===== src/rtl/core/window_parity_operator_macros.svh =====
`ifndef WINDOW_PARITY_OPERATOR_MACROS_SVH
`define WINDOW_PARITY_OPERATOR_MACROS_SVH

// Property that must hold at every clock edge outside of reset.
`define WPO_ASSERT_ALWAYS(lbl, prop, msg) \
  lbl: assert property (@(posedge clk) disable iff (!rst_n) (prop)) else $error(msg);

// Property whose consequent must hold in the cycle after the antecedent.
`define WPO_ASSERT_NEXT(lbl, ante, cons, msg) \
  lbl: assert property (@(posedge clk) disable iff (!rst_n) (ante) |=> (cons)) else $error(msg);

`endif


===== src/rtl/core/wpo_pkg.sv =====
`timescale 1ns / 1ps
package wpo_pkg;

  localparam int unsigned PIX_W         = 16;
  localparam int unsigned ENTRY_W       = PIX_W + 1;
  localparam int unsigned SHAPE_W       = 25;
  localparam int unsigned WIDTH_FIELD_W = 11;
  localparam int unsigned ROW_W         = 16;
  localparam int unsigned LABEL_W       = 8;
  localparam int unsigned WIN_SIDE_MAX  = 7;

  localparam int unsigned DEF_MAX_WIDTH   = 1024;
  localparam int unsigned DEF_WINDOW_SIDE = 5;

  localparam int unsigned CFG_ADDR_W = 4;
  localparam int unsigned CFG_DATA_W = 32;

  localparam logic [ROW_W-1:0]         ROW_MAX     = '1;
  localparam logic [LABEL_W-1:0]       LABEL_ODD   = 8'd255;
  localparam logic [LABEL_W-1:0]       LABEL_EVEN  = 8'd0;
  localparam logic [SHAPE_W-1:0]       SHAPE_RESET = 25'd473536;
  localparam logic                     MODE_RESET  = 1'b0;
  localparam logic [WIDTH_FIELD_W-1:0] WIDTH_RESET = 11'd1024;

  typedef enum logic [1:0] {
    REG_SHAPE = 2'd0,
    REG_MODE  = 2'd1,
    REG_WIDTH = 2'd2
  } cfg_reg_t;

  typedef struct packed {
    logic [SHAPE_W-1:0]       shape;
    logic                     same_label;
    logic [WIDTH_FIELD_W-1:0] width;
  } cfg_t;

  // Per-item window validity: which window rows and columns lie inside the image.
  typedef struct packed {
    logic                    centre_ok;
    logic [WIN_SIDE_MAX-1:0] row_ok;
    logic [WIN_SIDE_MAX-1:0] col_ok;
  } win_ctrl_t;

endpackage


===== src/rtl/core/wpo_cfg_regs.sv =====
`timescale 1ns / 1ps
module wpo_cfg_regs (
  input  logic                             clk,
  input  logic                             rst_n,
  input  logic                             psel,
  input  logic                             penable,
  input  logic                             pwrite,
  input  logic [wpo_pkg::CFG_ADDR_W-1:0]   paddr,
  input  logic [wpo_pkg::CFG_DATA_W-1:0]   pwdata,
  output logic [wpo_pkg::CFG_DATA_W-1:0]   prdata,
  output logic                             pready,
  output wpo_pkg::cfg_t                    cfg
);
  import wpo_pkg::*;

  cfg_t     cfg_r;
  cfg_t     cfg_nxt;
  cfg_reg_t sel;
  logic     wr_en;

  assign sel    = cfg_reg_t'(paddr[CFG_ADDR_W-1:2]);
  assign pready = 1'b1;
  assign wr_en  = psel & penable & pwrite;
  assign cfg    = cfg_r;

  always_comb begin
    cfg_nxt = cfg_r;
    prdata  = '0;
    case (sel)
      REG_SHAPE: begin
        prdata = CFG_DATA_W'(cfg_r.shape);
        if (wr_en) cfg_nxt.shape = pwdata[SHAPE_W-1:0];
      end
      REG_MODE: begin
        prdata = CFG_DATA_W'(cfg_r.same_label);
        if (wr_en) cfg_nxt.same_label = pwdata[0];
      end
      REG_WIDTH: begin
        prdata = CFG_DATA_W'(cfg_r.width);
        if (wr_en) cfg_nxt.width = pwdata[WIDTH_FIELD_W-1:0];
      end
      default: begin
        prdata = '0;
      end
    endcase
  end

  always_ff @(posedge clk) begin
    if (!rst_n) begin
      cfg_r.shape      <= SHAPE_RESET;
      cfg_r.same_label <= MODE_RESET;
      cfg_r.width      <= WIDTH_RESET;
    end else begin
      cfg_r <= cfg_nxt;
    end
  end

endmodule


===== config.mk =====
export PLATFORM = sky130hd
export DESIGN_NAME = wpo_cfg_regs
export DESIGN_NICKNAME = d
export VERILOG_FILES = /design/src/rtl/core/window_parity_operator_macros.svh /design/src/rtl/core/wpo_pkg.sv /design/src/rtl/core/wpo_cfg_regs.sv
export SDC_FILE = /design/constraint.sdc
export NUM_CORES = 1
export LEC_CHECK = 0
export BUFFER_PORTS_ARGS = -buffer_cell sky130_fd_sc_hd__buf_2
export CORE_UTILIZATION = 25
export CTS_CLUSTER_SIZE = 25
export DETAILED_ROUTE_END_ITERATION = 7
export PLACE_DENSITY = 0.6
export SLEW_MARGIN = 20
export SYNTH_ARGS = -nofsm -noshare
export SYNTH_HDL_FRONTEND = slang
export SYNTH_SLANG_ARGS = --single-unit

===== constraint.sdc =====
create_clock -name clk -period 2.1 [get_ports clk]
set_clock_uncertainty 0.15 [all_clocks]
set_input_delay 0.105 -clock clk [delete_from_list [all_inputs] [get_ports clk]]
set_output_delay 0.105 -clock clk [all_outputs]
set_load 0.02 [all_outputs]

==> results.md <==
| Quantity | This run |
|:---|:---|
| Total I/O pin count | 111 |
| Routed via count | 1785 |
| Summed negative setup slack over all endpoints | 0 ns |
| Drt total wl | 5.02 mm |
| Nets | 357 |
| Slew margin rel. | 59.1% |
| FF+latch area | 741 sq um |
| Synthesized-area fraction occupied by ao, oa, aoi and oai cells | 6.16% |
| Number of buffers created by CTS | 5 |
| Routed wire per std cell | 12.1 um |
| Number of synthesized register bits | 37 |
| Distinct cell type count after synthesis | 24 |
| Clock transition at path regs | 0.07 ns |
| Footprint of the multi-input gates | 991 sq um |
| Leakage Power | 1.30 nW |
| Gp weighted congestion | 0.684 |
| Post-Synth Adder-Cell Area | 0% |
| Clk_lat worst skew | 0.29 ns |
| Max-capacitance violation count | 0 |
| Total setup violations reported at the end of the flow | 0 |
| Main combinational cell family by area after synthesis | simple AND/OR/NAND/NOR gates |
| Number of cells produced by synthesis | 208 |
| Path class of the lowest-slack min-delay path | primary input to flop |
| CTS Buffer Depth | 2 |
| Total standard cell area after synthesis | 1910 sq um |
| Post-layout utilization of the core | 37.2% |
| Kind of critical path | primary input to output port |
| Total iterations of the first detailed-routing run | 4 |
| Post-Synth Simple-Gate Area | 23.7% |
| Overflow after GRT | 0 |
| Layout cell share with drive strength beyond 1 | 38.2% |
| Portion of netlist area occupied by mux cells | 20.4% |
| Num rows | 31 |
| Status | finished, final reports clean |
| Total global-route track usage | 12.5% |
| Cell repeated most along the worst path | buf_2 |
| Number of diodes | 0 |
| Cell chain of the critical path | buf_2 -> buf_4 -> mux2i_1 -> o21ai_1 -> buf_2 |
| Type of element capturing the critical path | output port |
| Worst voltage drop across the vdd grid | 0.256 mV |
| Initial Utilization | 26.1% |
| Avg Synthesized Cell Area | 9.19 sq um |
| Final antenna-violating net count | 0 |
| Count of buffers from port buffering | 93 |
| Minimum clock period | 1.49 ns |
| Final clock period utilization by the worst path | 70.9% |
| Tightest Pin Transition | 0.614 ns |
| Required arrival time at the worst endpoint | 1.85 ns |
| Count of endpoints failing hold in the final timing report | 0 |
| Worst stage delay on the critical path | 0.34 ns |
| Core ar. | 7330 sq um |
| HPWL after detailed placement | 3.40 mm |
| Number of global-route vias before repair | 1526 |
| Most used cells in the layout excluding fill and tap cells | buf_2, nand2_1, mux2i_1 |
| Global-route wire length before repair | 7.58 mm |
| Pwr Density | 584 nW/um^2 |
| Fmax | 0.672 GHz |
| Setup repair after global routing missed its margin | no |
| Ratio of routed vias to standard cells | 4.29 |
| Synthesis-to-finish area growth | 42.9% |
| Crit path max-delay cell type | buf_2 |
| Clk sinks | 37 |
| Number of antenna violations at the first check in global routing | 0 |
| Total count of max-transition violations in the final report | 0 |
| Ys async rst share | 0% |
| Synthesized-area fraction occupied by xor and xnor cells | 0% |
| Maximum number of pins on one net before global-route repair | 33 |
| Horizontal extent of the die | 89.4 um |
| Yosys warnings | 0 |
| Filler Cell Count | 760 |
| Depth of the CTS H-tree | 2 |
| Crit path launch type | primary input |
| Post-layout total power | 1.59 mW |
| CP max FO | 19 |
| Most common cell after layout, fill and taps aside | buf_2 |
| Number of flip-flops under the largest register name | 37 |
| Die Y-Extent | 89.4 um |
| Post-synth top flop | dfxtp_1 |
| Number of enable flip-flop cells after synthesis | 0 |
| Number of gates given a new drive strength after cts | 0 |
| Drt first-iter violations | 27 |
| DRC violation count after routing | 0 |
| Worst EP arrival | 1.23 ns |
| Die area | 8000 sq um |
| CTS tree | built |
| Clock tree root buffer cell | clkbuf_8 |
| Sequential fraction of the synthesis area | 38.8% |
[worst max-delay path: cells and delay by family]
family | cells | cell delay [ns]
buf+inv | 3 | 0.80
compound gates | 1 | 0.09
mux | 1 | 0.24
[repair_timing]
item | 4_1_cts | 5_1_grt
hold buffers | 19 | 0
buffers inserted | 0 | 0
endpoints found under the hold margin | 28 | 0
[stage by stage]
step | cell area [sq um] | setup slack (ns) | hold slack (ns) | std cells
finish | 2730 | 0.611 | 0.0483 | 416
global route | 2730 | 0.512 | 0.0514 | 416
CTS | 2730 | 0.594 | 0.0349 | 416
detailed placement | 2420 | 0.593 | 0.211 | 389
global placement | 2420 | 0.605 | 0.206 | 389
floorplan | 1930 | 0.818 | 0.0972 | 214
[power breakdown]
group          switching, mW  internal (mW)  total (mW)  leakage [nW]
combinational          0.131         0.0951       0.226         0.941
sequential           0.00695          0.712       0.719         0.299
clock                  0.263          0.386       0.649        0.0574
total                  0.400           1.19        1.59          1.30
[metal layers]
metal	part of all wire (%)	track usage, %	vias up
met5	0	0	-
met4	0.74	3.46	0
met3	5.6	3.69	4
met2	47	21.2	60
met1	46	15.5	825
li1	-	-	896
[kinds of logic (layout without fill, tap and decap cells)]
group | count (synthesis) | count (layout)
simple gates | 87 | 87
mux | 39 | 39
flops | 37 | 37
buf+inv | 33 | 136
compound gates | 10 | 10
other cells | 2 | 8
[cells in the mapped netlist, types with 2 or more instances]
| master | number | area [sq um] |
|---|---|---|
| nand2_1 | 46 | 173 |
| nor3_1 | 6 | 30.0 |
| conb_1 | 2 | 7.51 |
| nor2b_1 | 2 | 12.5 |
| nor2_1 | 10 | 37.5 |
| buf_8 | 2 | 30.0 |
| or4b_1 | 9 | 90.1 |
| clkbuf_1 | 4 | 15.0 |
| inv_1 | 9 | 33.8 |
| buf_4 | 11 | 82.6 |
| o211ai_2 | 9 | 113 |
| mux2i_1 | 39 | 390 |
| buf_2 | 5 | 25.0 |
| dfxtp_1 | 37 | 741 |
| and2_1 | 8 | 50.1 |
[final cells by class]
cell class              instances  share of cell area (%)
inverters                       9                    1.24
clock buffers                   6                    3.02
flip-flops and latches         37                    27.1
clock inverters                 2                    1.37
well taps                      99                    4.54
repair buffers                119                    26.4
multi-input cells             144                    36.3
[worst paths after layout]
path / from / endpoint / slack [ns] / depth (start not counted)
max: paddr[3] / prdata[0] / 0.61 / 5
min reg2reg: cfg[31]$_SDFFE_PN0P_ / cfg[31]$_SDFFE_PN0P_ / 0.32 / 2
min: pwdata[12] / cfg[24]$_SDFFE_PN1P_ / 0.05 / 3
max reg2reg: cfg[18]$_SDFFE_PN1P_ / cfg[18]$_SDFFE_PN1P_ / 1.29 / 2
Note: power is estimated with default switching activity, not from simulation.
