[src/rtl/core/window_parity_operator_macros.svh]
`ifndef WINDOW_PARITY_OPERATOR_MACROS_SVH
`define WINDOW_PARITY_OPERATOR_MACROS_SVH

// Property that must hold at every clock edge outside of reset.
`define WPO_ASSERT_ALWAYS(lbl, prop, msg) \
  lbl: assert property (@(posedge clk) disable iff (!rst_n) (prop)) else $error(msg);

// Property whose consequent must hold in the cycle after the antecedent.
`define WPO_ASSERT_NEXT(lbl, ante, cons, msg) \
  lbl: assert property (@(posedge clk) disable iff (!rst_n) (ante) |=> (cons)) else $error(msg);

`endif

[src/rtl/core/wpo_pkg.sv]
`timescale 1ns / 1ps
package wpo_pkg;

  localparam int unsigned PIX_W         = 16;
  localparam int unsigned ENTRY_W       = PIX_W + 1;
  localparam int unsigned SHAPE_W       = 25;
  localparam int unsigned WIDTH_FIELD_W = 11;
  localparam int unsigned ROW_W         = 16;
  localparam int unsigned LABEL_W       = 8;
  localparam int unsigned WIN_SIDE_MAX  = 7;

  localparam int unsigned DEF_MAX_WIDTH   = 1024;
  localparam int unsigned DEF_WINDOW_SIDE = 5;

  localparam int unsigned CFG_ADDR_W = 4;
  localparam int unsigned CFG_DATA_W = 32;

  localparam logic [ROW_W-1:0]         ROW_MAX     = '1;
  localparam logic [LABEL_W-1:0]       LABEL_ODD   = 8'd255;
  localparam logic [LABEL_W-1:0]       LABEL_EVEN  = 8'd0;
  localparam logic [SHAPE_W-1:0]       SHAPE_RESET = 25'd473536;
  localparam logic                     MODE_RESET  = 1'b0;
  localparam logic [WIDTH_FIELD_W-1:0] WIDTH_RESET = 11'd1024;

  typedef enum logic [1:0] {
    REG_SHAPE = 2'd0,
    REG_MODE  = 2'd1,
    REG_WIDTH = 2'd2
  } cfg_reg_t;

  typedef struct packed {
    logic [SHAPE_W-1:0]       shape;
    logic                     same_label;
    logic [WIDTH_FIELD_W-1:0] width;
  } cfg_t;

  // Per-item window validity: which window rows and columns lie inside the image.
  typedef struct packed {
    logic                    centre_ok;
    logic [WIN_SIDE_MAX-1:0] row_ok;
    logic [WIN_SIDE_MAX-1:0] col_ok;
  } win_ctrl_t;

endpackage

[src/rtl/core/wpo_parity_core.sv]
`timescale 1ns / 1ps
`include "window_parity_operator_macros.svh"
module wpo_parity_core #(
  parameter  int unsigned WINDOW_SIDE = wpo_pkg::DEF_WINDOW_SIDE,
  localparam int unsigned WORD_W      = WINDOW_SIDE * wpo_pkg::ENTRY_W
) (
  input  logic                                  clk,
  input  logic                                  rst_n,
  input  logic                                  in_accept,
  output logic                                  in_tready,
  input  logic [WINDOW_SIDE-1:0][WORD_W-1:0]    rows,
  input  wpo_pkg::win_ctrl_t                    ctrl,
  input  logic [wpo_pkg::SHAPE_W-1:0]           shape,
  input  logic                                  same_label,
  output logic                                  out_tvalid,
  input  logic                                  out_tready,
  output logic                                  res_valid,
  output logic                                  write_enable,
  output logic [wpo_pkg::LABEL_W-1:0]           label
);
  import wpo_pkg::*;

  localparam int unsigned S   = WINDOW_SIDE;
  localparam int unsigned H   = S / 2;
  localparam int unsigned PTS = S * S;
  localparam int unsigned CJ  = S - 1 - H;

  logic                 s1_valid_r;
  logic                 s1_valid_nxt;
  logic                 out_valid_r;
  logic                 out_valid_nxt;
  logic                 res_valid_r;
  logic                 we_r;
  logic [LABEL_W-1:0]   label_r;
  logic                 out_adv;
  logic [ENTRY_W-1:0]   centre;
  logic [PTS-1:0]       shape_ext;
  logic [PTS-1:0]       hit;
  logic                 parity;

  assign out_adv   = !out_valid_r || out_tready;
  assign in_tready = !s1_valid_r || out_adv;

  always_comb begin
    if (in_accept) begin
      s1_valid_nxt = 1'b1;
    end else if (out_adv) begin
      s1_valid_nxt = 1'b0;
    end else begin
      s1_valid_nxt = s1_valid_r;
    end
    out_valid_nxt = out_adv ? s1_valid_r : out_valid_r;
  end

  // Shape bits past the window are dropped, points past the shape are off.
  assign shape_ext = PTS'(shape);
  assign centre    = rows[H][CJ*ENTRY_W +: ENTRY_W];

  always_comb begin
    logic [ENTRY_W-1:0] pt;
    logic               match;
    hit = '0;
    for (int r = 0; r < S; r++) begin
      for (int c = 0; c < S; c++) begin
        pt = rows[r][(S-1-c)*ENTRY_W +: ENTRY_W];
        if (same_label) begin
          match = (centre[PIX_W-1:0] != '0) && (pt[PIX_W-1:0] == centre[PIX_W-1:0]);
        end else begin
          match = (pt[PIX_W-1:0] != '0);
        end
        hit[r*S+c] = shape_ext[r*S+c] & ctrl.row_ok[r] & ctrl.col_ok[c] & match;
      end
    end
  end

  assign parity = ^hit;

  always_ff @(posedge clk) begin
    if (!rst_n) begin
      s1_valid_r  <= 1'b0;
      out_valid_r <= 1'b0;
    end else begin
      s1_valid_r  <= s1_valid_nxt;
      out_valid_r <= out_valid_nxt;
    end
  end

  // Before the first centre exists every field of the result is zero.
  always_ff @(posedge clk) begin
    if (out_adv && s1_valid_r) begin
      res_valid_r <= ctrl.centre_ok;
      we_r        <= ctrl.centre_ok & centre[PIX_W];
      label_r     <= (ctrl.centre_ok && parity) ? LABEL_ODD : LABEL_EVEN;
    end
  end

  assign out_tvalid   = out_valid_r;
  assign res_valid    = res_valid_r;
  assign write_enable = we_r;
  assign label        = label_r;

  `WPO_ASSERT_ALWAYS(a_no_centre_zero, (out_valid_r && !res_valid_r) |-> (label_r == LABEL_EVEN && !we_r), "result without a centre carries nonzero fields")
  `WPO_ASSERT_NEXT(a_stall_keeps_s1, (s1_valid_r && out_valid_r && !out_tready), s1_valid_r, "item behind a stalled result was lost")
  `WPO_ASSERT_NEXT(a_out_holds, (out_valid_r && !out_tready), (out_valid_r && $stable({res_valid_r, we_r, label_r})), "stalled result changed")

endmodule

[config.mk]
export PLATFORM = sky130hd
export DESIGN_NAME = wpo_parity_core
export DESIGN_NICKNAME = d
export VERILOG_FILES = /design/src/rtl/core/wpo_pkg.sv /design/src/rtl/core/wpo_parity_core.sv
export VERILOG_INCLUDE_DIRS = /design/src /design/src/rtl/core
export SDC_FILE = /design/constraint.sdc
export NUM_CORES = 1
export LEC_CHECK = 0
export BUFFER_PORTS_ARGS = -buffer_cell sky130_fd_sc_hd__buf_2
export CAP_MARGIN = 20
export CELL_PAD_IN_SITES_DETAIL_PLACEMENT = 0
export CELL_PAD_IN_SITES_GLOBAL_PLACEMENT = 1
export CORE_AREA = 2 2 186 188
export CTS_BUF_LIST = sky130_fd_sc_hd__clkbuf_8
export DETAILED_ROUTE_END_ITERATION = 16
export DIE_AREA = 0 0 188 190
export PLACE_DENSITY_LB_ADDON = 0.15
export RECOVER_POWER = 50
export SLEW_MARGIN = 30
export SYNTH_ARGS = -nofsm -noshare
export SYNTH_HDL_FRONTEND = slang
export SYNTH_SLANG_ARGS = --single-unit
[constraint.sdc]
create_clock -name clk -period 4.3 [get_ports clk]
set_input_delay 0.86 -clock clk [delete_from_list [all_inputs] [get_ports clk]]
set_output_delay 0.86 -clock clk [all_outputs]
set_load 0.02 [all_outputs]
==> metrics <==
std cell rows 68; hold depth 1; flops & latches, synth 5; status completed; Synthesized Nets 1,377; DRC Markers 0; startpoint types input port; largest net degree at the start of global routing 28; synth unique cells 60; Post-Synth XOR/XNOR Area 0.520; post-synthesis cell area ~6800 µm²; count leader, synth xor2_1; ranking of synthesized cells by area xor2_1 (26%), xnor2_1 (25%), nor4_1 (12%); DRT Pass-1 Iters 5; Crit. End Element flop; drt wl/cell 23.4 µm; Slew Limit Fails 0; RSZ-0062 raised after global routing no; cell leakage power 3.94 nW; Global Route Usage Sum 0.229; crit path max fanout 11; slew margin rel. 0.617; Port-buffer cells 453; hold-critical path endpoint out_tvalid; R2R setup slack 3.27 ns; hold slack 0.526 ns; main combinational cell family by area after synthesis XOR/XNOR gates; first-pass GRT wire length 60,900 µm; dpl ws 0.182 ns; Core ar. 33,900 µm²; TritonCTS sink count 5; max-cap violation count 0; critical path, cell by cell buf_2, buf_4, xnor2_1, nand4_1, o21ai_0, a2111o_1, o2bb2ai_1, a221oi_1, xnor2_1, xnor3_1, xnor3_1, mux2i_1; commonest cells in the netlist xor2_1 (204), xnor2_1 (193), nor4_1 (130); critical path class in -> reg; total CTS buffers 3; Post-synth ARST share 0; setup ws final 0.462 ns; Post-synth EDFFs 3; commonest register cell after synthesis edfxtp_1; Final period util 0.892; Layout Nets about 1,800; die area roughly 36,000 µm²; minimum clock period 3.84 ns; H-tree depth 1; Final Hold Vio Count 0; share of the synthesized area in the top cell type 0.264; IO Pins 482; Clock transition at path regs roughly 0.040 ns; pin slew with the least headroom to its limit 0.567 ns; root buf cell clkbuf_8; number of antenna violations at the first check in global routing 23; Worst-Skew Late Latency approximately 0.22 ns; DP Area 9650 µm²; post_cts resized 0; Final setup viols 0; cell taking the most area after synthesis xor2_1; Synth Area in Adders 0; total power between 1 and 1.5 mW; Hold Path Class reg -> reg; reg2reg start out_tvalid; final setup TNS 0 ns; initial core utilization 0.199; antenna viol nets, final 0; fin area 9720 µm²; synth warn 0; area growth from synthesis to layout 43.6%; HPWL Detailed 37,300 µm; slowest library cell on the worst path xnor3_1; Overflow after GRT 0; # fillers 3,885; Max IR drop VDD about 0.087 mV; reg2reg path depth 2; HP Start s1_valid_r; Setup Buffers After CTS 0; drt via density slightly below 5; PwrDens 113 nW/µm²; sequential share of the synthesized area 0.0192; post-synthesis compound-gate area fraction 0.0922; vias in the first global route 9,526; routability cong. 0.869; Mapped Cells 907; simple-gate area share of the yosys netlist 0.303; layout cells sized above 1 0.383; slowest stage delay, CP ~0.42 ns; Max Clock Skew 0.00307 ns; clock buffer depth 2; average size of a mapped cell 7.46 µm²; mux cell area share after synthesis 0.00148; r2r endpoint label[6]; final WL 42,800 µm; Die W 188 µm; Die H 190 µm; Crit path required time roughly 4.3 ns; Critical Path AT 3.88 ns; via count 8,929; DR iter-0 viols 346; cts hold-fix bufs 0; CTS tree yes; fmax 0.261 GHz
[cell type report]
class / count / area [µm²] / area share
diodes: 13 / 32.5 / 0.00335
clock buffers: 3 / 41.3 / 0.00425
clock inverters: 1 / 3.75 / 0.000386
inverters: 1 / 3.75 / 0.000386
multi-input cells: 838 / 6210 / 0.639
flip-flops and latches: 5 / 130 / 0.0134
well taps: 455 / 569 / 0.0586
repair buffers: 510 / 2730 / 0.281
[through the flow]
| step | util | std cells |
|---|---|---|
| final | 0.286 | 1826 |
| after global routing | 0.286 | 1824 |
| after global placement | 0.284 | 1809 |
| after CTS | 0.285 | 1813 |
| after floorplan | - | 907 |
| after detailed placement | 0.284 | 1809 |
[how the worst max path moves through the flow]
stage / from / slack (ns) / endpoint
floorplan: rows[204] / 0.82 / label[6]
global placement: rows[215] / 0.17 / label[6]
detailed placement: rows[215] / 0.18 / label[6]
CTS: rows[215] / 0.40 / label[6]
global route: rows[215] / 0.18 / label[6]
finish: rows[217] / 0.46 / label[6]
[layer usage]
layer | vias to the layer above | wire [µm] | GRT usage
met1 | 4216 | 18700 | 0.284
met5 | - | 103 | 0
met4 | 16 | 776 | 0.0472
met3 | 69 | 2450 | 0.0406
met2 | 378 | 20800 | 0.414
li1 | 4250 | - | -
[report_power, final]
group / switching (mW) / internal, mW / total [mW]
Sequential: 0.00218 / 0.0549 / 0.0571
Clock: 0.0229 / 0.0612 / 0.0841
Combinational: 0.522 / 0.432 / 0.954
[flip-flops by register name (all words and copies together), names as in the netlist]
register	count
label	1
res_valid	1
write_enable	1
out_tvalid	1
s1_valid_r	1
[critical path: cells and delay by family]
| family | cells | cell delay, ns |
|---|---|---|
| xor+xnor | 4 | 1.07 |
| compound gates | 4 | 1.00 |
| buf+inv | 2 | 0.55 |
| mux | 1 | 0.27 |
| simple gates | 1 | 0.11 |
[cells in the final DEF, fill, tap and decap left out, types with 6 or more instances in the layout]
cell type | Yosys | routed
o41ai_1 | 8 | 8
a21oi_1 | 25 | 25
o21ai_0 | 15 | 15
buf_4 | 15 | 54
xnor2_1 | 193 | 193
nand4_1 | 71 | 71
nand2_1 | 25 | 25
nor3_1 | 12 | 12
diode_2 | 0 | 13
xor2_1 | 204 | 204
or3_1 | 6 | 6
nor2_1 | 45 | 45
nand3_1 | 21 | 21
or4_1 | 8 | 8
and3_1 | 10 | 10
nor4_1 | 130 | 130
buf_2 | 31 | 449
[cell families (layout without fill, tap and decap cells)]
| logic type | after synthesis | after routing |
|---|---|---|
| XOR/XNOR | 399 | 399 |
| buffers and inverters | 64 | 515 |
| multiplexers | 1 | 1 |
| other | 0 | 13 |
| AND/OR/NAND/NOR | 352 | 352 |
| AO/OA/AOI/OAI | 86 | 86 |
| flip-flops | 5 | 5 |
Note: power is estimated with default switching activity, not from simulation.
