===== src/rtl/core/window_parity_operator_macros.svh =====
`ifndef WINDOW_PARITY_OPERATOR_MACROS_SVH
`define WINDOW_PARITY_OPERATOR_MACROS_SVH

// Property that must hold at every clock edge outside of reset.
`define WPO_ASSERT_ALWAYS(lbl, prop, msg) \
  lbl: assert property (@(posedge clk) disable iff (!rst_n) (prop)) else $error(msg);

// Property whose consequent must hold in the cycle after the antecedent.
`define WPO_ASSERT_NEXT(lbl, ante, cons, msg) \
  lbl: assert property (@(posedge clk) disable iff (!rst_n) (ante) |=> (cons)) else $error(msg);

`endif


===== src/rtl/core/wpo_pkg.sv =====
`timescale 1ns / 1ps
package wpo_pkg;

  localparam int unsigned PIX_W         = 16;
  localparam int unsigned ENTRY_W       = PIX_W + 1;
  localparam int unsigned SHAPE_W       = 25;
  localparam int unsigned WIDTH_FIELD_W = 11;
  localparam int unsigned ROW_W         = 16;
  localparam int unsigned LABEL_W       = 8;
  localparam int unsigned WIN_SIDE_MAX  = 7;

  localparam int unsigned DEF_MAX_WIDTH   = 1024;
  localparam int unsigned DEF_WINDOW_SIDE = 5;

  localparam int unsigned CFG_ADDR_W = 4;
  localparam int unsigned CFG_DATA_W = 32;

  localparam logic [ROW_W-1:0]         ROW_MAX     = '1;
  localparam logic [LABEL_W-1:0]       LABEL_ODD   = 8'd255;
  localparam logic [LABEL_W-1:0]       LABEL_EVEN  = 8'd0;
  localparam logic [SHAPE_W-1:0]       SHAPE_RESET = 25'd473536;
  localparam logic                     MODE_RESET  = 1'b0;
  localparam logic [WIDTH_FIELD_W-1:0] WIDTH_RESET = 11'd1024;

  typedef enum logic [1:0] {
    REG_SHAPE = 2'd0,
    REG_MODE  = 2'd1,
    REG_WIDTH = 2'd2
  } cfg_reg_t;

  typedef struct packed {
    logic [SHAPE_W-1:0]       shape;
    logic                     same_label;
    logic [WIDTH_FIELD_W-1:0] width;
  } cfg_t;

  // Per-item window validity: which window rows and columns lie inside the image.
  typedef struct packed {
    logic                    centre_ok;
    logic [WIN_SIDE_MAX-1:0] row_ok;
    logic [WIN_SIDE_MAX-1:0] col_ok;
  } win_ctrl_t;

endpackage


===== src/rtl/core/wpo_raster_ctrl.sv =====
`timescale 1ns / 1ps
`include "window_parity_operator_macros.svh"
module wpo_raster_ctrl #(
  parameter  int unsigned MAX_WIDTH   = wpo_pkg::DEF_MAX_WIDTH,
  parameter  int unsigned WINDOW_SIDE = wpo_pkg::DEF_WINDOW_SIDE,
  localparam int unsigned HIST_DEPTH  = (WINDOW_SIDE - 1) * MAX_WIDTH + 1,
  localparam int unsigned AW          = $clog2(HIST_DEPTH),
  localparam int unsigned WORD_W      = WINDOW_SIDE * wpo_pkg::ENTRY_W
) (
  input  logic                          clk,
  input  logic                          rst_n,
  input  logic                          accept,
  input  logic [wpo_pkg::PIX_W-1:0]     pix,
  input  logic                          mask,
  input  logic                          frame_start,
  input  wpo_pkg::cfg_t                 cfg,
  output logic [AW-1:0]                 wr_addr,
  output logic [WORD_W-1:0]             wr_word,
  output logic [WINDOW_SIDE-2:0][AW-1:0] rd_addr,
  output logic [WORD_W-1:0]             row_new,
  output wpo_pkg::win_ctrl_t            ctrl
);
  import wpo_pkg::*;

  localparam int unsigned S      = WINDOW_SIDE;
  localparam int unsigned H      = S / 2;
  localparam int unsigned COL_W  = $clog2(MAX_WIDTH);
  localparam int unsigned WID_W  = $clog2(MAX_WIDTH + 1);
  localparam int unsigned CMP_W  = (WID_W > WIDTH_FIELD_W) ? WID_W : WIDTH_FIELD_W;
  localparam int unsigned TAP_W  = (S - 1) * ENTRY_W;
  localparam int unsigned CC_W   = WID_W + 2;
  localparam int unsigned RC_W   = ROW_W + 3;

  localparam logic [CMP_W-1:0]        MAX_W_C  = CMP_W'(MAX_WIDTH);
  localparam logic [AW-1:0]           PTR_LAST = AW'(HIST_DEPTH - 1);
  localparam logic [AW:0]             DEPTH_C  = (AW + 1)'(HIST_DEPTH);
  localparam logic signed [CC_W-1:0]  H_COL    = CC_W'(H);
  localparam logic signed [RC_W-1:0]  H_ROW    = RC_W'(H);
  localparam logic signed [RC_W-1:0]  ONE_ROW  = RC_W'(1);

  logic [COL_W-1:0]        col_r;
  logic [COL_W-1:0]        col_nxt;
  logic [ROW_W-1:0]        row_r;
  logic [ROW_W-1:0]        row_nxt;
  logic [AW-1:0]           wr_ptr_r;
  logic [AW-1:0]           wr_ptr_nxt;
  logic [TAP_W-1:0]        tap_r;
  logic [WORD_W-1:0]       row_new_r;
  win_ctrl_t               ctrl_r;
  win_ctrl_t               ctrl_nxt;
  logic [WID_W-1:0]        eff_w;
  logic [COL_W-1:0]        col_cur;
  logic [ROW_W-1:0]        row_cur;
  logic [WORD_W-1:0]       word;

  // Width register clamped to 1..MAX_WIDTH.
  always_comb begin
    if (cfg.width == '0) begin
      eff_w = WID_W'(1);
    end else if (CMP_W'(cfg.width) > MAX_W_C) begin
      eff_w = WID_W'(MAX_WIDTH);
    end else begin
      eff_w = WID_W'(cfg.width);
    end
  end

  // Raster position of the arriving pixel and of the one after it.
  always_comb begin
    logic [COL_W-1:0] col_fs;
    logic [ROW_W-1:0] row_fs;
    logic [WID_W-1:0] col_inc;
    col_fs  = frame_start ? '0 : col_r;
    row_fs  = frame_start ? '0 : row_r;
    col_cur = col_fs;
    row_cur = row_fs;
    // A column beyond a width that was lowered starts the next row.
    if (WID_W'(col_fs) >= eff_w) begin
      col_cur = '0;
      row_cur = (row_fs != ROW_MAX) ? row_fs + 1'b1 : row_fs;
    end
    col_inc = WID_W'(col_cur) + 1'b1;
    if (col_inc >= eff_w) begin
      col_nxt = '0;
      row_nxt = (row_cur != ROW_MAX) ? row_cur + 1'b1 : row_cur;
    end else begin
      col_nxt = col_inc[COL_W-1:0];
      row_nxt = row_cur;
    end
    wr_ptr_nxt = (wr_ptr_r == PTR_LAST) ? '0 : wr_ptr_r + 1'b1;
  end

  // The centre lies H rows and H columns back. Stepping back over a row
  // boundary adds the width, at most H times for the narrowest image.
  always_comb begin
    logic signed [CC_W-1:0] cc;
    logic signed [RC_W-1:0] rc;
    logic signed [CC_W-1:0] w_s;
    logic signed [CC_W-1:0] cn;
    logic signed [RC_W-1:0] rn;
    w_s = $signed(CC_W'(eff_w));
    cc  = $signed(CC_W'(col_cur)) - H_COL;
    rc  = $signed(RC_W'(row_cur)) - H_ROW;
    for (int i = 0; i < H; i++) begin
      if (cc[CC_W-1]) begin
        cc = cc + w_s;
        rc = rc - ONE_ROW;
      end
    end
    ctrl_nxt = '0;
    ctrl_nxt.centre_ok = !rc[RC_W-1];
    for (int r = 0; r < S; r++) begin
      rn = rc + $signed(RC_W'(r)) - H_ROW;
      cn = cc + $signed(CC_W'(r)) - H_COL;
      ctrl_nxt.row_ok[r] = !rn[RC_W-1];
      ctrl_nxt.col_ok[r] = !cn[CC_W-1] && (cn < w_s);
    end
  end

  // Each history word holds the newest pixel and the S-1 before it, so one
  // read k rows back gives a whole window row.
  assign word    = {tap_r, mask, pix};
  assign wr_word = word;
  assign wr_addr = wr_ptr_r;

  always_comb begin
    logic [AW:0] back;
    for (int k = 1; k < S; k++) begin
      back = (AW + 1)'(k) * (AW + 1)'(eff_w);
      if ({1'b0, wr_ptr_r} >= back) begin
        rd_addr[k-1] = AW'({1'b0, wr_ptr_r} - back);
      end else begin
        rd_addr[k-1] = AW'({1'b0, wr_ptr_r} + DEPTH_C - back);
      end
    end
  end

  always_ff @(posedge clk) begin
    if (!rst_n) begin
      col_r    <= '0;
      row_r    <= '0;
      wr_ptr_r <= '0;
      tap_r    <= '0;
    end else if (accept) begin
      col_r    <= col_nxt;
      row_r    <= row_nxt;
      wr_ptr_r <= wr_ptr_nxt;
      tap_r    <= word[TAP_W-1:0];
    end
  end

  always_ff @(posedge clk) begin
    if (accept) begin
      row_new_r <= word;
      ctrl_r    <= ctrl_nxt;
    end
  end

  assign row_new = row_new_r;
  assign ctrl    = ctrl_r;

  `WPO_ASSERT_ALWAYS(a_ptr_in_ring, wr_ptr_r <= PTR_LAST, "history write pointer left the ring")
  `WPO_ASSERT_ALWAYS(a_read_not_written, accept |-> (rd_addr[0] != wr_ptr_r), "history read hits the entry being written")
  `WPO_ASSERT_NEXT(a_col_in_row, accept, (WID_W'(col_r) < $past(eff_w)), "column index not below the image width")

endmodule


===== config.mk =====
export PLATFORM = sky130hd
export DESIGN_NAME = wpo_raster_ctrl
export DESIGN_NICKNAME = d
export VERILOG_FILES = /design/src/rtl/core/wpo_pkg.sv /design/src/rtl/core/wpo_raster_ctrl.sv
export VERILOG_INCLUDE_DIRS = /design/src /design/src/rtl/core
export SDC_FILE = /design/constraint.sdc
export NUM_CORES = 1
export LEC_CHECK = 0
export BUFFER_PORTS_ARGS = -buffer_cell sky130_fd_sc_hd__buf_2
export CORE_MARGIN = 2
export CORE_UTILIZATION = 33
export DETAILED_ROUTE_END_ITERATION = 8
export PLACE_DENSITY = 0.49
export SKIP_CTS_REPAIR_TIMING = 1
export SKIP_LAST_GASP = 1
export SLEW_MARGIN = 20
export SYNTH_ARGS = -nofsm -noshare
export SYNTH_HDL_FRONTEND = slang
export SYNTH_SLANG_ARGS = --single-unit

===== constraint.sdc =====
create_clock -name clk -period 8.35 [get_ports clk]
set_input_delay 0.4175 -clock clk [delete_from_list [all_inputs] [get_ports clk]]
set_output_delay 0.4175 -clock clk [all_outputs]
set_load 0.01 [all_outputs]

==> summary.txt <==
Clocking
  • Max Buffers Root-to-Sink: 3
  • # clock sinks: about 200
  • H-Tree Depth: 1
  • CTS Root Cell: clkbuf_16
  • CTS tree: yes
  • Worst skew pair latency: ~0.54 ns
  • Worst-path clk slew: 0.06 ns
  • TritonCTS Buffers: 23

Global routing
  • Antenna violations before repair: 0
  • Gr usage total: between 10% and 20%
  • Global-route wire length before repair: between 80 and 90 mm
  • Vias in the first global route: roughly 15000
  • Total congestion overflow: 0
  • Pin count of the biggest net entering global routing: 99

STA
  • Worst slew pin tran: 1.06 ns
  • Setup TNS: 0 ns
  • RSZ-0062 raised after global routing: false
  • Setup violators final: 0
  • Minimum clock period: 7.59 ns
  • Clock Skews: 0.00873 ns
  • Hold Vio Cnt, Final: 0
  • Tcrit/Tclk final: 90.9%
  • Slew HR: between 20 and 30%
  • Max Slew Vio Count: 0
  • FMAX: ~130 MHz
  • Fin Hold WS: roughly 0.084 ns

Placement
  • Detailed-placement wirelength estimate: roughly 42 mm
  • GP Congestion: around 0.85
  • I/O Buffers: approximately 280
  • Placement Cell Area: around 0.020 sq mm

Layout
  • Post-layout util: between 30 and 40%
  • Area growth syn-to-layout: 15.7%
  • Final Instance Area: a little over 0.02 sq mm
  • Ratio of cells with drive above 1 in the final layout: 17.1%
  • Fill count: between 5000 and 6000
  • Net count, final: between 2000 and 3000
  • Diodes inserted: 0

Logic synthesis
  • Syn Inst Count: 2068
  • Flops & latches, synth: a little over 200
  • Synth area leaders: edfxtp_1 16%, ha_1 15%, dfxtp_1 12%
  • Number of synthesized flops with an enable pin: 95
  • Syn_area_per_cell: around 8.7 sq um
  • Distinct cell type count after synthesis: 94
  • Mapped cell area: between 0.015 and 0.02 sq mm
  • Fraction of registers with async set/reset: 0%
  • Sequential fraction of the synthesis area: 27.9%
  • Most frequent cell after synthesis: ha_1
  • Ys flop type: dfxtp_1
  • Yosys top cell area share: roughly 16%
  • Most frequent cells after synthesis: 211 x ha_1, 203 x nor2_1, 167 x a21oi_1
  • Syn. warnings: 0
  • Cell taking the most area after synthesis: edfxtp_1

Critical path
  • Most used cell along the critical path: ha_1
  • Worst Setup End Kind: register
  • Crit path max fanout: 8
  • Critical path origin: col_r[8]
  • Slowest-stage cell, CP: a2111oi_1
  • Worst Path Required: around 8.7 ns
  • Worst stage delay on the critical path: between 0.5 and 0.6 ns
  • CP Launch Type: register
  • Setup Crit Path Kind: reg2reg
  • R2r startpoint: col_r[8]
  • Worst EP arrival: between 7 and 8 ns

Die
  • Core ar.: ~0.054 sq mm
  • Die ar.: between 0.05 and 0.06 sq mm
  • Ports: just over 300
  • Initial Utilization: roughly a third
  • Die Y-Extent: 237 um
  • FP Rows: 85
  • Chip width: 237 um

Drt
  • Pre-Repair DR Iteration Count: 5
  • Final WL: roughly 54 mm
  • DRC viols: 0
  • Vias post-DR: 15600
  • Routed WL per cell: 17.9 um
  • DRT antenna net count: 0
  • Initial DRC Count: approximately 910
  • Via density: roughly 5.1

Power
  • PwrDens: between 150 and 200 mW/mm^2
  • Maximum vdd drop: around 0.00011 V
  • Leak: 9.57 nW
  • Total chip power: 3.16 mW

Job
  • Maxcap violations: 0

Hold path
  • Min-delay src: pix[2]
  • Hold WC Path Type: in2reg

Outcome
  • Status: complete, no violations
[critical path: cells and delay by family (launching register included)]
kind	cells	cell delay (ns)
buffers and inverters	3	0.65
AOI/OAI and AO/OA	9	2.18
adders and majority gates	5	1.57
DFF	1	0.30
and+or+nand+nor	11	2.10
xor gates and xnor gates	4	0.67
[layout make-up]
class | count | area [sq um] | share of cell area, %
Timing Repair Buffer | 309 | 1640 | 7.92
Multi-Input combinational cell | 1652 | 12000 | 57.9
Inverter | 130 | 489 | 2.36
Tap cell | 696 | 871 | 4.20
Clock buffer | 30 | 632 | 3.05
Clock inverter | 12 | 90.1 | 0.435
Sequential cell | 202 | 4990 | 24.1
[cell usage in the layout, fill, tap and decap left out, types with 19 or more instances in the layout]
| cell type | instances |
|---|---|
| nor4_1 | 19 |
| o21bai_1 | 26 |
| edfxtp_1 | 95 |
| xnor2_1 | 137 |
| nand4_1 | 27 |
| nor2_1 | 203 |
| ha_1 | 211 |
| buf_4 | 31 |
| buf_2 | 276 |
| o21ai_0 | 97 |
| a21oi_1 | 167 |
| inv_1 | 123 |
| a21o_1 | 46 |
| and3_1 | 24 |
| nor3_1 | 27 |
| dfxtp_1 | 107 |
| nand3_1 | 74 |
| nand2_1 | 115 |
| xor2_1 | 53 |
| clkbuf_16 | 23 |
| mux2i_1 | 106 |
| nand2b_1 | 51 |
| nor2b_1 | 36 |
[registers in the layout (all words and copies together) (netlist names)]
name	count
row_new	85
wr_addr	13
col_r	10
row_r	16
ctrl	10
tap_r	68
[where the power goes]
group / internal, mW / switching, mW
clock: 0.542 / 0.433
sequential: 1.08 / 0.0238
combinational: 0.448 / 0.631
total: 2.08 / 1.09
[logic make-up after synthesis]
logic type,share of synthesized area (%)
XOR/XNOR,9.79
AND/OR/NAND/NOR,18.8
other,0.0209
buffers and inverters,5.18
multiplexers,6.74
adder cells (fa/ha/maj),16.0
flip-flops,27.9
AO/OA/AOI/OAI,15.6
[layer usage]
metal,vias up,track usage (%),share of wire [%]
li1,7866,-,-
met1,7358,25.7,47
met2,315,31.8,47
met3,63,2.40,4.2
met4,0,4.37,2.2
met5,-,0,0
[worst paths after layout]
kind	end	slack [ns]	depth (start not counted)
setup / recovery	ctrl[1]	0.76	32
hold / removal	row_new[2]	0.08	1
setup reg to reg	ctrl[1]	0.76	32
hold reg to reg	row_new[75]	0.46	0
[through the flow]
| step | cells | worst slack [ns] |
|---|---|---|
| 6_report | 3031 | 0.759 |
| 4_1_cts | 3031 | 0.746 |
| 5_1_grt | 3031 | 0.0572 |
| 3_5_place_dp | 2989 | 0.402 |
| 2_1_floorplan | 2071 | 0.731 |
| 3_3_place_gp | 2989 | 0.596 |
(Power assumes the default switching activity.)
